File: src/rtl/core/euler_to_quaternion_macros.svh
// Assertion macros for the euler_to_quaternion core.
// Included by the modules that carry concurrent checks; no other dependencies.
`ifndef EULER_TO_QUATERNION_MACROS_SVH
`define EULER_TO_QUATERNION_MACROS_SVH
`ifndef ASSERT_OFF
`define E2Q_ASSERT(lbl, clk, rst, prop) \
  lbl: assert property (@(posedge clk) disable iff (rst) prop) else $error("e2q check failed");
`define E2Q_NEVER(lbl, clk, rst, expr) \
  lbl: assert property (@(posedge clk) disable iff (rst) !(expr)) else $error("e2q never failed");
`else
`define E2Q_ASSERT(lbl, clk, rst, prop)
`define E2Q_NEVER(lbl, clk, rst, expr)
`endif
`endif

File: src/rtl/core/e2q_pkg.sv
// Shared types, constants and the CORDIC angle table for euler_to_quaternion.
// No dependencies.
package e2q_pkg;
  localparam int CORDIC_STAGES = 16;
  localparam int IDX_W = 5;

  localparam logic signed [32:0] GAIN_Q30   = 33'sd652032874;
  localparam logic signed [27:0] HALF_PI_Q24 = 28'sd26353589;
  localparam logic signed [27:0] PI_Q24      = 28'sd52707179;

  typedef struct packed {
    logic signed [32:0] x;
    logic signed [32:0] y;
    logic signed [26:0] z;
    logic               flip;
  } lane_t;

  typedef lane_t [2:0] lanes_t;

  function automatic logic signed [26:0] atan_q24(input logic [IDX_W-1:0] i);
    logic signed [26:0] r;
    unique case (i)
      5'd0:  r = 27'sd13176795;
      5'd1:  r = 27'sd7778716;
      5'd2:  r = 27'sd4110060;
      5'd3:  r = 27'sd2086331;
      5'd4:  r = 27'sd1047214;
      5'd5:  r = 27'sd524117;
      5'd6:  r = 27'sd262123;
      5'd7:  r = 27'sd131069;
      5'd8:  r = 27'sd65536;
      5'd9:  r = 27'sd32768;
      5'd10: r = 27'sd16384;
      5'd11: r = 27'sd8192;
      5'd12: r = 27'sd4096;
      5'd13: r = 27'sd2048;
      5'd14: r = 27'sd1024;
      5'd15: r = 27'sd512;
      5'd16: r = 27'sd256;
      5'd17: r = 27'sd128;
      5'd18: r = 27'sd64;
      5'd19: r = 27'sd32;
      5'd20: r = 27'sd16;
      5'd21: r = 27'sd8;
      5'd22: r = 27'sd4;
      5'd23: r = 27'sd2;
      default: r = 27'sd0;
    endcase
    return r;
  endfunction
endpackage

File: src/rtl/core/e2q_fold.sv
// Entry stage: halves each angle, folds it into +-pi/2 and seeds the CORDIC lanes.
// Depends on e2q_pkg.
module e2q_fold (
  input  logic                   clk,
  input  logic                   rst,
  input  logic                   up_valid,
  output logic                   up_ready,
  input  logic signed [15:0]     roll,
  input  logic signed [15:0]     pitch,
  input  logic signed [15:0]     yaw,
  output logic                   dn_valid,
  input  logic                   dn_ready,
  output e2q_pkg::lanes_t        dn_lanes
);
  import e2q_pkg::*;

  logic signed [15:0] ang [3];
  lanes_t             seed;

  assign ang[0] = roll;
  assign ang[1] = pitch;
  assign ang[2] = yaw;

  always_comb begin
    for (int k = 0; k < 3; k++) begin
      logic signed [27:0] h;
      logic signed [27:0] f;
      h = {{2{ang[k][15]}}, ang[k], 10'b0};
      f = h;
      seed[k].flip = 1'b0;
      if (h > HALF_PI_Q24) begin
        f = PI_Q24 - h;
        seed[k].flip = 1'b1;
      end else if (h < -HALF_PI_Q24) begin
        f = -PI_Q24 - h;
        seed[k].flip = 1'b1;
      end
      seed[k].x = GAIN_Q30;
      seed[k].y = '0;
      seed[k].z = f[26:0];
    end
  end

  assign up_ready = !dn_valid || dn_ready;

  always_ff @(posedge clk) begin
    if (rst) begin
      dn_valid <= 1'b0;
    end else if (up_ready) begin
      dn_valid <= up_valid;
    end
  end

  always_ff @(posedge clk) begin
    if (up_ready && up_valid) begin
      dn_lanes <= seed;
    end
  end
endmodule

File: config.mk
export PLATFORM = sky130hd
export DESIGN_NAME = e2q_fold
export DESIGN_NICKNAME = d
export VERILOG_FILES = /design/src/rtl/core/euler_to_quaternion_macros.svh /design/src/rtl/core/e2q_pkg.sv /design/src/rtl/core/e2q_fold.sv
export SDC_FILE = /design/constraint.sdc
export NUM_CORES = 1
export LEC_CHECK = 0
export BUFFER_PORTS_ARGS = -buffer_cell sky130_fd_sc_hd__buf_2
export CAP_MARGIN = 10
export CELL_PAD_IN_SITES_DETAIL_PLACEMENT = 1
export CELL_PAD_IN_SITES_GLOBAL_PLACEMENT = 1
export CORE_ASPECT_RATIO = 0.6
export CORE_MARGIN = 2
export CORE_UTILIZATION = 32
export CTS_CLUSTER_SIZE = 10
export DETAILED_ROUTE_END_ITERATION = 8
export PLACE_DENSITY_LB_ADDON = 0.08
export REMOVE_ABC_BUFFERS = 1
export SLEW_MARGIN = 5
export SYNTH_ARGS = -nofsm -noshare
export SYNTH_HDL_FRONTEND = slang
export SYNTH_SLANG_ARGS = --single-unit
File: constraint.sdc
create_clock -name clk -period 2.9 [get_ports clk]
set_input_delay 0.58 -clock clk [delete_from_list [all_inputs] [get_ports clk]]
set_output_delay 0.58 -clock clk [all_outputs]
set_load 0.01 [all_outputs]
# Yosys cells after proc, flatten, opt, wreduce, memory -nomap -nowiden
# Cells that the tools add are included.
# Widths: inputs -> output; s select.
# word_totals
register_bits	85
latchBits	0
ramBits	0
mem_bits_ro	0
in_bits	52
output_inout_bits	284
elab_cells	31
mem_count	0
# classes
addsub	6
mul	0
n_div	0
n_lt_le_gt_ge	6
eq_ne	0
shifts	0
mux	9
n_bitwise	0
reduce_logical	3
# op_table
operator	n
$mux 27	6
$sub 27x26->27 const A	6
$gt 26x26->1 const B	3
$lt 26x26->1 const B	3
$mux 1	3
$logic_and 1x1->1	1
$logic_not 1->1	1
$logic_or 1x1->1	1

# Depth between registers and ports, before layout
# logic_depth
word_depth	3
mapped_depth	9
depth_no_buf	8

# Least setup slack after synthesis
# No wires, ideal clock.
# synth_path
path_type	input to register
start	input dn_ready
end	register dn_lanes[102] (netlist bit), enable pin
setup_ns	0.424
t_arrival_ns	2.210
required_time_ns	2.476
slack_ns	0.266
stages	2
path_buffers	0
path_cell_list	nand2b_1 -> and2_1
# synth_between
elab_chain_len	2
# synth_lines
element	line	source
start, declared	e2q_fold.sv:12	input logic dn_ready,
$logic_or 1x1->1	e2q_fold.sv:44	assign up_ready = !dn_valid || dn_ready;
$logic_and 1x1->1	e2q_fold.sv:55	if (up_ready && up_valid) begin
end signal, assigned	e2q_fold.sv:56	dn_lanes <= seed;
end, declared	e2q_fold.sv:13	output e2q_pkg::lanes_t dn_lanes
# No other way between the ends.
# A chain may end at the register's enable or synchronous reset.

==> metrics.txt <==
die area=~18000 um2; port bufs=between 100 and 150; Inst Count DP=900; pin count of the biggest net entering global routing=between 60 and 70; run status=finished clean; I/O pin total=approximately 340; initial antenna violation count=0; clock tree buffer depth=2; Req. time, crit path=2970 ps; Lkg Pwr=around 0.0028 uW; fraction of layout instances using a drive strength above 1=0.268; maximum vdd drop=0.000257 V; fin area=~5800 um2; Post-synth EDFFs=60; drt pass-1 iters=4; RSZ-0062 raised after global routing=no; dpl cell area=around 5500 um2; Max Transition Viols Final=0; HP Class=in -> reg; critical path type=in -> reg; share of the synthesized area in the top cell type=0.325; Worst-Skew Late Latency=between 300 and 400 ps; Vias=about 3700; Max Fclk=between 400 and 500 MHz; core footprint=~17000 um2; Worst Skew=roughly 8.7 ps; routed len/inst=approximately 14 um; number of diodes=0; die width=174 um; clk slew on worst S/H paths=60 ps; predominant post-synthesis flop cell=edfxtp_1; Die H=around 110 um; first-pass GRT wire length=between 15 and 20 mm; r2r worst-path depth=3; Starting Density=0.325; Tmin final=between 2000 and 2500 ps; Finished Core Util=0.341; slew of the pin with the lowest slew margin=688 ps; Fin Setup TNS=0 ps; ys async rst share=0; worst hold stages=2; H-tree depth=3; cts bufs inserted=9; vias per inst=~4; dpl hpwl=between 10 and 15 mm; Rel. slew slack=0.535; sequential cell area fraction in the yosys report=0.329; vias in the first global route=roughly 3500; CTS hold repair buffers=0; area leader, netlist=edfxtp_1; Syn. warnings=0; CTS tree=yes; Post-CTS Setup Inserts=0; nets@finish=around 750; final setup fails=0; crit-path max FO=15; endpoints failing hold=0; CP Launch Type=input pin; post-synthesis cell area=roughly 5500 um2; CTS root buf=clkbuf_16; Synth Instances=between 500 and 600; gpl congestion=between 0.7 and 0.8; final period utilization=0.776; area delta synth->final=4.79%; Avg Cell Area, Syn=9.64 um2; post-cts sizing count=0; gr ovfl total=0; P per Cell Area=482 nW/um2; 1st-iter DRT viols=between 150 and 200; register bit count reported by yosys=around 60; # rows=37; top cells by area, synth=edfxtp_1 33%, buf_4 30%, ha_1 4.1%; DRC viols=0; Arr. time, crit path=2320 ps; fin cells=around 920; total length of routed wires=between 10 and 15 mm; TritonCTS Sinks=61; Worst setup EP type=register; fillcell total=slightly above 2000; Post-DRT Antenna Nets=0; distinct cell type count after synthesis=64; total track usage=0.136; Max-Cap Viols=0
[synth_stat cells, types with 4 or more instances]
cell	n
a21oi_1	9
a31oi_1	8
buf_4	223
nor2_1	15
and3_1	5
nand2_1	26
inv_2	4
and2_1	5
o2bb2ai_1	4
nor3_1	14
ha_1	18
buf_2	7
inv_1	25
xor2_1	17
edfxtp_1	60
clkbuf_1	12
nand3_1	6
o22ai_1	11
buf_6	4
xnor2_1	13
o21ai_0	11
a21o_1	4
[final cells by class]
class                           count  area (um2)  area share
Clock buffer                       10         229      0.0394
Clock inverter                      6        77.6      0.0134
Inverter                           29         109      0.0187
Multi-Input combinational cell    435        2550       0.439
Sequential cell                    61        1820       0.314
Tap cell                          234         293      0.0504
Timing Repair Buffer              141         728       0.125
[report_power, final]
group          leakage, uW  internal (uW)  switching [uW]
sequential        0.000591           1050            18.2
clock             0.000151            744             392
combinational      0.00202            178             410
[cells by family after synthesis]
family,count (synthesis),share of synthesized area
simple gates,99,0.102
buf+inv,275,0.344
flops,61,0.329
xor+xnor,31,0.0503
other cells,2,0.00135
compound gates,89,0.133
fa+ha+maj,18,0.0406
[critical path: stages]
cell and delay (ps):
buf_2 170, ha_1 180, and3_1 220, a2111oi_4 100, nor2_4 430, inv_2 170
and3_1 210, a211o_1 260
[cells in the final DEF, fill, tap and decap left out, types with 4 or more instances in the layout]
cell type  netlist  routed
nor3_1          14      14
and2_1           5       4
edfxtp_1        60      60
a21oi_1          9       9
clkbuf_16        0       9
nand2_1         26      26
nor2_1          15      15
o22ai_1         11      11
inv_1           25      25
xnor2_1         13      13
o2bb2ai_1        4       4
o21ai_0         11      11
buf_2            7     137
and3_1           5       5
ha_1            18      18
a21o_1           4       4
nand3_1          6       6
a31oi_1          8       8
inv_2            4       4
xor2_1          17      17
conb_1           2     198
[path summary, 6_finish.rpt]
check | startpoint | endpoint | slack, ps
setup reg to reg | dn_valid$_SDFFE_PP0N_ | dn_lanes[196]$_SDFFCE_PP0P_ | 1620
hold reg to reg | dn_valid$_SDFFE_PP0N_ | dn_valid$_SDFFE_PP0N_ | 530
setup / recovery | roll[4] | dn_lanes[24]$_DFFE_PP_ | 650
hold / removal | rst | dn_valid$_SDFFE_PP0N_ | 410
[routing by layer]
layer,up-vias,global-route usage,part of all wire
met1,1748,0.199,0.49
met5,-,0,0
met2,140,0.202,0.44
met4,0,0.0252,0.0049
li1,1766,-,-
met3,7,0.0361,0.061
[through the flow]
step	total power, uW	worst slack, ps	hold WS [ps]
after CTS	2850	654	396
after floorplan	1440	266	593
after global routing	2950	493	411
after global placement	1670	320	488
final	2800	650	409
after detailed placement	1680	303	529
[flip-flops by register name, indices dropped and copies added, names as in the netlist]
signal and cells:
dn_valid 1, dn_lanes 60
No activity file was read; power rests on OpenSTA's default activity.
