File: src/rtl/core/euler_to_quaternion_macros.svh
// Assertion macros for the euler_to_quaternion core.
// Included by the modules that carry concurrent checks; no other dependencies.
`ifndef EULER_TO_QUATERNION_MACROS_SVH
`define EULER_TO_QUATERNION_MACROS_SVH
`ifndef ASSERT_OFF
`define E2Q_ASSERT(lbl, clk, rst, prop) \
  lbl: assert property (@(posedge clk) disable iff (rst) prop) else $error("e2q check failed");
`define E2Q_NEVER(lbl, clk, rst, expr) \
  lbl: assert property (@(posedge clk) disable iff (rst) !(expr)) else $error("e2q never failed");
`else
`define E2Q_ASSERT(lbl, clk, rst, prop)
`define E2Q_NEVER(lbl, clk, rst, expr)
`endif
`endif

File: src/rtl/core/e2q_pkg.sv
// Shared types, constants and the CORDIC angle table for euler_to_quaternion.
// No dependencies.
package e2q_pkg;
  localparam int CORDIC_STAGES = 16;
  localparam int IDX_W = 5;

  localparam logic signed [32:0] GAIN_Q30   = 33'sd652032874;
  localparam logic signed [27:0] HALF_PI_Q24 = 28'sd26353589;
  localparam logic signed [27:0] PI_Q24      = 28'sd52707179;

  typedef struct packed {
    logic signed [32:0] x;
    logic signed [32:0] y;
    logic signed [26:0] z;
    logic               flip;
  } lane_t;

  typedef lane_t [2:0] lanes_t;

  function automatic logic signed [26:0] atan_q24(input logic [IDX_W-1:0] i);
    logic signed [26:0] r;
    unique case (i)
      5'd0:  r = 27'sd13176795;
      5'd1:  r = 27'sd7778716;
      5'd2:  r = 27'sd4110060;
      5'd3:  r = 27'sd2086331;
      5'd4:  r = 27'sd1047214;
      5'd5:  r = 27'sd524117;
      5'd6:  r = 27'sd262123;
      5'd7:  r = 27'sd131069;
      5'd8:  r = 27'sd65536;
      5'd9:  r = 27'sd32768;
      5'd10: r = 27'sd16384;
      5'd11: r = 27'sd8192;
      5'd12: r = 27'sd4096;
      5'd13: r = 27'sd2048;
      5'd14: r = 27'sd1024;
      5'd15: r = 27'sd512;
      5'd16: r = 27'sd256;
      5'd17: r = 27'sd128;
      5'd18: r = 27'sd64;
      5'd19: r = 27'sd32;
      5'd20: r = 27'sd16;
      5'd21: r = 27'sd8;
      5'd22: r = 27'sd4;
      5'd23: r = 27'sd2;
      default: r = 27'sd0;
    endcase
    return r;
  endfunction
endpackage

File: src/rtl/core/e2q_cordic_cell.sv
// One CORDIC micro-rotation for all three angle lanes, registered.
// Depends on e2q_pkg; the stage index comes in as a tied-off port.
module e2q_cordic_cell (
  input  logic                        clk,
  input  logic                        rst,
  input  logic [e2q_pkg::IDX_W-1:0]   idx,
  input  logic                        up_valid,
  output logic                        up_ready,
  input  e2q_pkg::lanes_t             up_lanes,
  output logic                        dn_valid,
  input  logic                        dn_ready,
  output e2q_pkg::lanes_t             dn_lanes
);
  import e2q_pkg::*;

  lanes_t             rot;
  logic signed [26:0] step;

  assign step = atan_q24(idx);

  always_comb begin
    for (int k = 0; k < 3; k++) begin
      logic signed [32:0] dx;
      logic signed [32:0] dy;
      dx = up_lanes[k].y >>> idx;
      dy = up_lanes[k].x >>> idx;
      rot[k].flip = up_lanes[k].flip;
      if (!up_lanes[k].z[26]) begin
        rot[k].x = up_lanes[k].x - dx;
        rot[k].y = up_lanes[k].y + dy;
        rot[k].z = up_lanes[k].z - step;
      end else begin
        rot[k].x = up_lanes[k].x + dx;
        rot[k].y = up_lanes[k].y - dy;
        rot[k].z = up_lanes[k].z + step;
      end
    end
  end

  assign up_ready = !dn_valid || dn_ready;

  always_ff @(posedge clk) begin
    if (rst) begin
      dn_valid <= 1'b0;
    end else if (up_ready) begin
      dn_valid <= up_valid;
    end
  end

  always_ff @(posedge clk) begin
    if (up_ready && up_valid) begin
      dn_lanes <= rot;
    end
  end
endmodule

File: config.mk
export PLATFORM = sky130hd
export DESIGN_NAME = e2q_cordic_cell
export DESIGN_NICKNAME = d
export VERILOG_FILES = /design/src/rtl/core/euler_to_quaternion_macros.svh /design/src/rtl/core/e2q_pkg.sv /design/src/rtl/core/e2q_cordic_cell.sv
export SDC_FILE = /design/constraint.sdc
export NUM_CORES = 2
export LEC_CHECK = 0
export ABC_AREA = 1
export BUFFER_PORTS_ARGS = -buffer_cell sky130_fd_sc_hd__clkbuf_2
export CAP_MARGIN = 30
export CORE_MARGIN = 2
export CORE_UTILIZATION = 60
export DETAILED_ROUTE_END_ITERATION = 7
export HOLD_SLACK_MARGIN = 0.02
export PLACE_DENSITY = 0.83
export SYNTH_ARGS = -nofsm -noshare
export SYNTH_HDL_FRONTEND = slang
export SYNTH_SLANG_ARGS = --single-unit
File: constraint.sdc
create_clock -name clk -period 39 [get_ports clk]
set_input_delay 11.7 -clock clk [delete_from_list [all_inputs] [get_ports clk]]
set_output_delay 11.7 -clock clk [all_outputs]
set_load 0.005 [all_outputs]
After elaboration in Yosys (flattened, before gate mapping)
Memories as Yosys holds them, arrays and structs flattened.
Cells that the tools add are included.
{"block": "totals", "register_bits": 283, "rom_bits": 768, "out_inout_bits": 284, "n_memories": 1}
{"memory": "(no name shown)", "words": 32, "width": 24, "read_ports": 1, "rd_ports_with_merged_regs": 0, "wr": 0, "line": "e2q_pkg.sv:22", "rtl": "unique case (i)"}
{"block": "classes", "addsub": 18, "shift": 6, "n_mux": 3, "reduce_logical": 3}
{"op": "2-to-1 mux 93 bit", "n": 3}
{"op": "adder 33 bit", "n": 6}
{"op": ">>> shifter 33 x 5 -> 33 bit", "n": 6}
{"op": "subtractor 33 bit", "n": 6}
{"op": "adder 27 bit", "n": 3}
{"op": "subtractor 27 bit", "n": 3}
{"op": "logical AND 1 bit", "n": 1}
{"op": "logical NOT 1 bit", "n": 1}
{"op": "logical OR 1 bit", "n": 1}

Longest topological paths before layout
{"block": "logic_depth", "word_depth": 3, "depth_mapped": 35}

Worst setup path before layout
No wires, ideal clock.
{"block": "synth_timing", "path_type": "input to register", "start": "input port up_valid", "end": "register dn_lanes[0] (netlist bit) (enable)", "setup_time_ps": 1018, "arrival_time_ps": 25259, "t_required_ps": 37982, "setup_slack_ps": 12723, "stages": 2, "path_buffers": 0, "path_cell_list": "inv_1 > a21oi_1"}
{"block": "synth_via", "elab_chain_len": 1}
{"element": "start, declared", "line": "e2q_cordic_cell.sv:7", "rtl": "input logic up_valid,"}
{"element": "logical AND 1 bit", "line": "e2q_cordic_cell.sv:51", "rtl": "if (up_ready && up_valid) begin"}
{"element": "end signal, assigned", "line": "e2q_cordic_cell.sv:52", "rtl": "dn_lanes <= rot;"}
{"element": "end, declared", "line": "e2q_cordic_cell.sv:12", "rtl": "output e2q_pkg::lanes_t dn_lanes"}
No other way between the ends.
A chain may end at the register's enable or synchronous reset.

Worst setup path after layout
{"block": "layout_timing", "start": "input port dn_ready", "end": "output port up_ready"}
{"block": "layout_via", "elab_chain_len": 1}
{"element": "start, declared", "line": "e2q_cordic_cell.sv:11", "rtl": "input logic dn_ready,"}
{"element": "logical OR 1 bit", "line": "e2q_cordic_cell.sv:40", "rtl": "assign up_ready = !dn_valid || dn_ready;"}
{"element": "end, declared", "line": "e2q_cordic_cell.sv:8", "rtl": "output logic up_ready,"}
No other way between the ends.

==> impl_metrics.py <==
metrics = {
    "outcome": {
        "status": "finished, violations left",
        "violations": "DRC",
    },
    "detailed_routing": {
        "postRouteAntennaNets": 0,
        "vias": 47880,
        "route.detailed.drc": 7,
        "post_drt_wl_per_cell_microns": 19.56,
        "drt_pre_antenna_iters": 8,
        "drt_first_iter_violations": 6919,
        "vias_per_cell": 6.063,
        "wl_mm": 154.5,
    },
    "logic_synthesis": {
        "synthArstFlopShare": 0,
        "synth_cells": 6605,
        "ys_ff_latch": 283,
        "netlist_top_cells_area": "nand2_1 22%, edfxtp_1 21%, nand3_1 13%, ha_1 8.9%, xor2_1 6.0%",
        "yosysUniqueCellTypes": 51,
        "ys.flop_type": "edfxtp_1",
        "ys_seq_area_frac": 0.2115,
        "yosysTopAreaCell": "nand2_1",
        "syn-num-nets": 7191,
        "syn-cell-area_sq_um": 40130,
        "synth_area_per_cell_sq_um": 6.075,
        "synth_top_area_frac": 0.2200,
        "synth_edf_count": 282,
        "ys.warnings.count": 0,
    },
    "grt": {
        "grt_pass1_wl_mm": 235.7,
        "grt_start_max_net_pins": 120,
        "grt_antenna_before_repair": 9,
        "grt_pass1_vias": 43040,
        "track_usage": 0.4262,
        "gr-total-overflow": 0,
    },
    "cts": {
        "root_buffer": "clkbuf_16",
        "cts_tree": "done",
        "clockBufferDepth": 3,
        "clk_latency_ns": 0.64,
        "cts_resized": 0,
        "postCtsSetupRepairBufs": 0,
        "cts.htree.levels": 1,
        "holdBufCountCts": 0,
        "cts.clk_slew.worst_paths_ns": 0.06,
        "clkSinkCount": 283,
        "cts_buffers": 31,
    },
    "timing": {
        "slew_headroom": 0.2685,
        "final.setup.tns_ns": 0,
        "post-route-period-util": 0.6101,
        "timing.hold.ws_ns": 0.5629,
        "worstMarginPinSlew_ns": 1.095,
        "rsz0062_at_grt": "false",
        "setup_violations": 0,
        "max_freq_mhz": 42.03,
        "fin_crit_ns": 23.79,
        "slew_violations": 0,
        "skew_ns": 0.02332,
        "timing.final.hold_violations": 0,
    },
    "floorplan": {
        "coreArea_sq_um": 65980,
        "die_area_sq_um": 68970,
        "fp-row-count": 94,
        "die_w_microns": 262.6,
        "die_height_microns": 262.6,
        "start_util": 0.6082,
        "io_pins": 575,
    },
    "layout": {
        "fillers": 6152,
        "final_common_cell": "nand2_1",
        "final_cell_mix": "2352 x nand2_1, 1009 x nand3_1, 569 x clkbuf_2",
        "nets": 7587,
        "drive_gt1_frac": 0.1041,
        "area_growth_pct": 10.58,
        "seq_area_sq_um": 8488,
        "multi_input_area_sq_um": 28520,
    },
    "power": {
        "vdd_ir_drop_max_uv": 43.59,
        "total_power_w": 0.001658,
        "power_leakage_nw": 22.90,
        "powerDensity_nw_per_um2": 37.38,
    },
    "worst_hold_path": {
        "min-delay-path-class": "reg -> reg",
    },
    "placed_design": {
        "dp_hpwl_mm": 123.4,
        "io_buffers": 574,
        "gp_congestion": 1.082,
    },
    "worst_setup_path": {
        "critPathKind": "in -> out",
        "worstPathMaxFanout": 2,
        "cp.arrival_ns": 12.09,
        "cp-end-kind": "primary output",
        "crit_path_start_kind": "primary input",
        "required_ns": 27.30,
    },
    "job": {
        "cap_violations": 0,
    },
}
-- metrics by stage --
step | instance area, sq um | utilization | std cells | setup WS (ns)
finish | 44370 | 0.6725 | 7898 | 15.21
CTS | 44290 | 0.6712 | 7886 | 15.20
global route | 44370 | 0.6724 | 7895 | 15.19
global placement | 43300 | 0.6562 | 7829 | 15.20
detailed placement | 43300 | 0.6562 | 7829 | 15.21
floorplan | 40130 | - | 6605 | 12.72
-- power by group --
part / switching [W] / internal (W)
sequential: 0.0000222 / 0.000440
clock: 0.000132 / 0.000166
combinational: 0.000595 / 0.000304
-- logic make-up (layout without fill, tap and decap cells) --
| kind of cell | count (synthesis) | in the layout | share of synthesized area |
|---|---|---|---|
| AND/OR/NAND/NOR | 4018 | 4018 | 0.4191 |
| AO/OA/AOI/OAI | 820 | 820 | 0.1119 |
| buffers and inverters | 801 | 1221 | 0.07917 |
| flip-flops | 283 | 283 | 0.2115 |
| other | 0 | 9 | 0 |
| adder cells (fa/ha/maj) | 295 | 295 | 0.09366 |
| XOR/XNOR | 388 | 388 | 0.08468 |
-- per-layer routing --
metal  GRT usage  vias to the layer above  share of wire
met2      0.6750                     3035           0.44
li1            -                    22750              -
met1      0.5408                    21480           0.38
met5           0                        -       0.000071
met4      0.2575                        2          0.071
met3     0.07880                      620           0.11
-- critical path, stage by stage --
cell      delay (ns)
clkbuf_2        0.08
inv_1           0.10
nand2_1         0.09
clkbuf_2        0.12
-- final timing paths --
| check | start | endpoint | slack (ns) | cells after the start |
|---|---|---|---|---|
| max reg2reg | dn_valid | dn_lanes[227] | 35.93 | 5 |
| max | dn_ready | up_ready | 15.21 | 4 |
| min reg2reg | dn_valid | dn_valid | 0.56 | 2 |
| min | dn_valid | dn_valid | 0.56 | 2 |
-- registers in the layout, summed over array words and instances (netlist names) --
name      count
dn_lanes    282
dn_valid      1
-- cells in the mapped netlist, types with 3 or more instances --
| master | number |
|---|---|
| xor2_1 | 275 |
| nor2_4 | 4 |
| o2111ai_1 | 6 |
| a21oi_1 | 346 |
| xnor2_1 | 113 |
| nand3_1 | 1009 |
| nand4_1 | 56 |
| o21ai_1 | 32 |
| buf_2 | 82 |
| o21ai_2 | 8 |
| a31oi_1 | 18 |
| o21ai_0 | 289 |
| inv_1 | 527 |
| a211oi_1 | 13 |
| a21o_1 | 21 |
| nor3_1 | 51 |
| o22ai_1 | 5 |
| nor4_1 | 28 |
| and2_1 | 7 |
| clkinv_1 | 4 |
| o21bai_1 | 15 |
| buf_1 | 52 |
| nand2_1 | 2352 |
| edfxtp_1 | 282 |
| nand2_2 | 6 |
| buf_6 | 3 |
| nor2_2 | 14 |
| o211ai_1 | 18 |
| a21boi_0 | 3 |
| fa_1 | 9 |
| ha_1 | 286 |
| clkbuf_1 | 91 |
| nor3_2 | 4 |
| inv_2 | 30 |
| nand3b_1 | 12 |
| o21a_1 | 36 |
| nor2_1 | 467 |
| buf_4 | 12 |
-- area by class of cell --
class / instances / area share
multi-input combinational: 5521 / 0.6427
sequential: 283 / 0.1913
timing repair buffer: 603 / 0.07095
inverter: 561 / 0.04782
tap: 864 / 0.02436
clock buffer: 37 / 0.01799
clock inverter: 20 / 0.004342
antenna: 9 / 0.0005076
No activity file was read; power rests on OpenSTA's default activity.
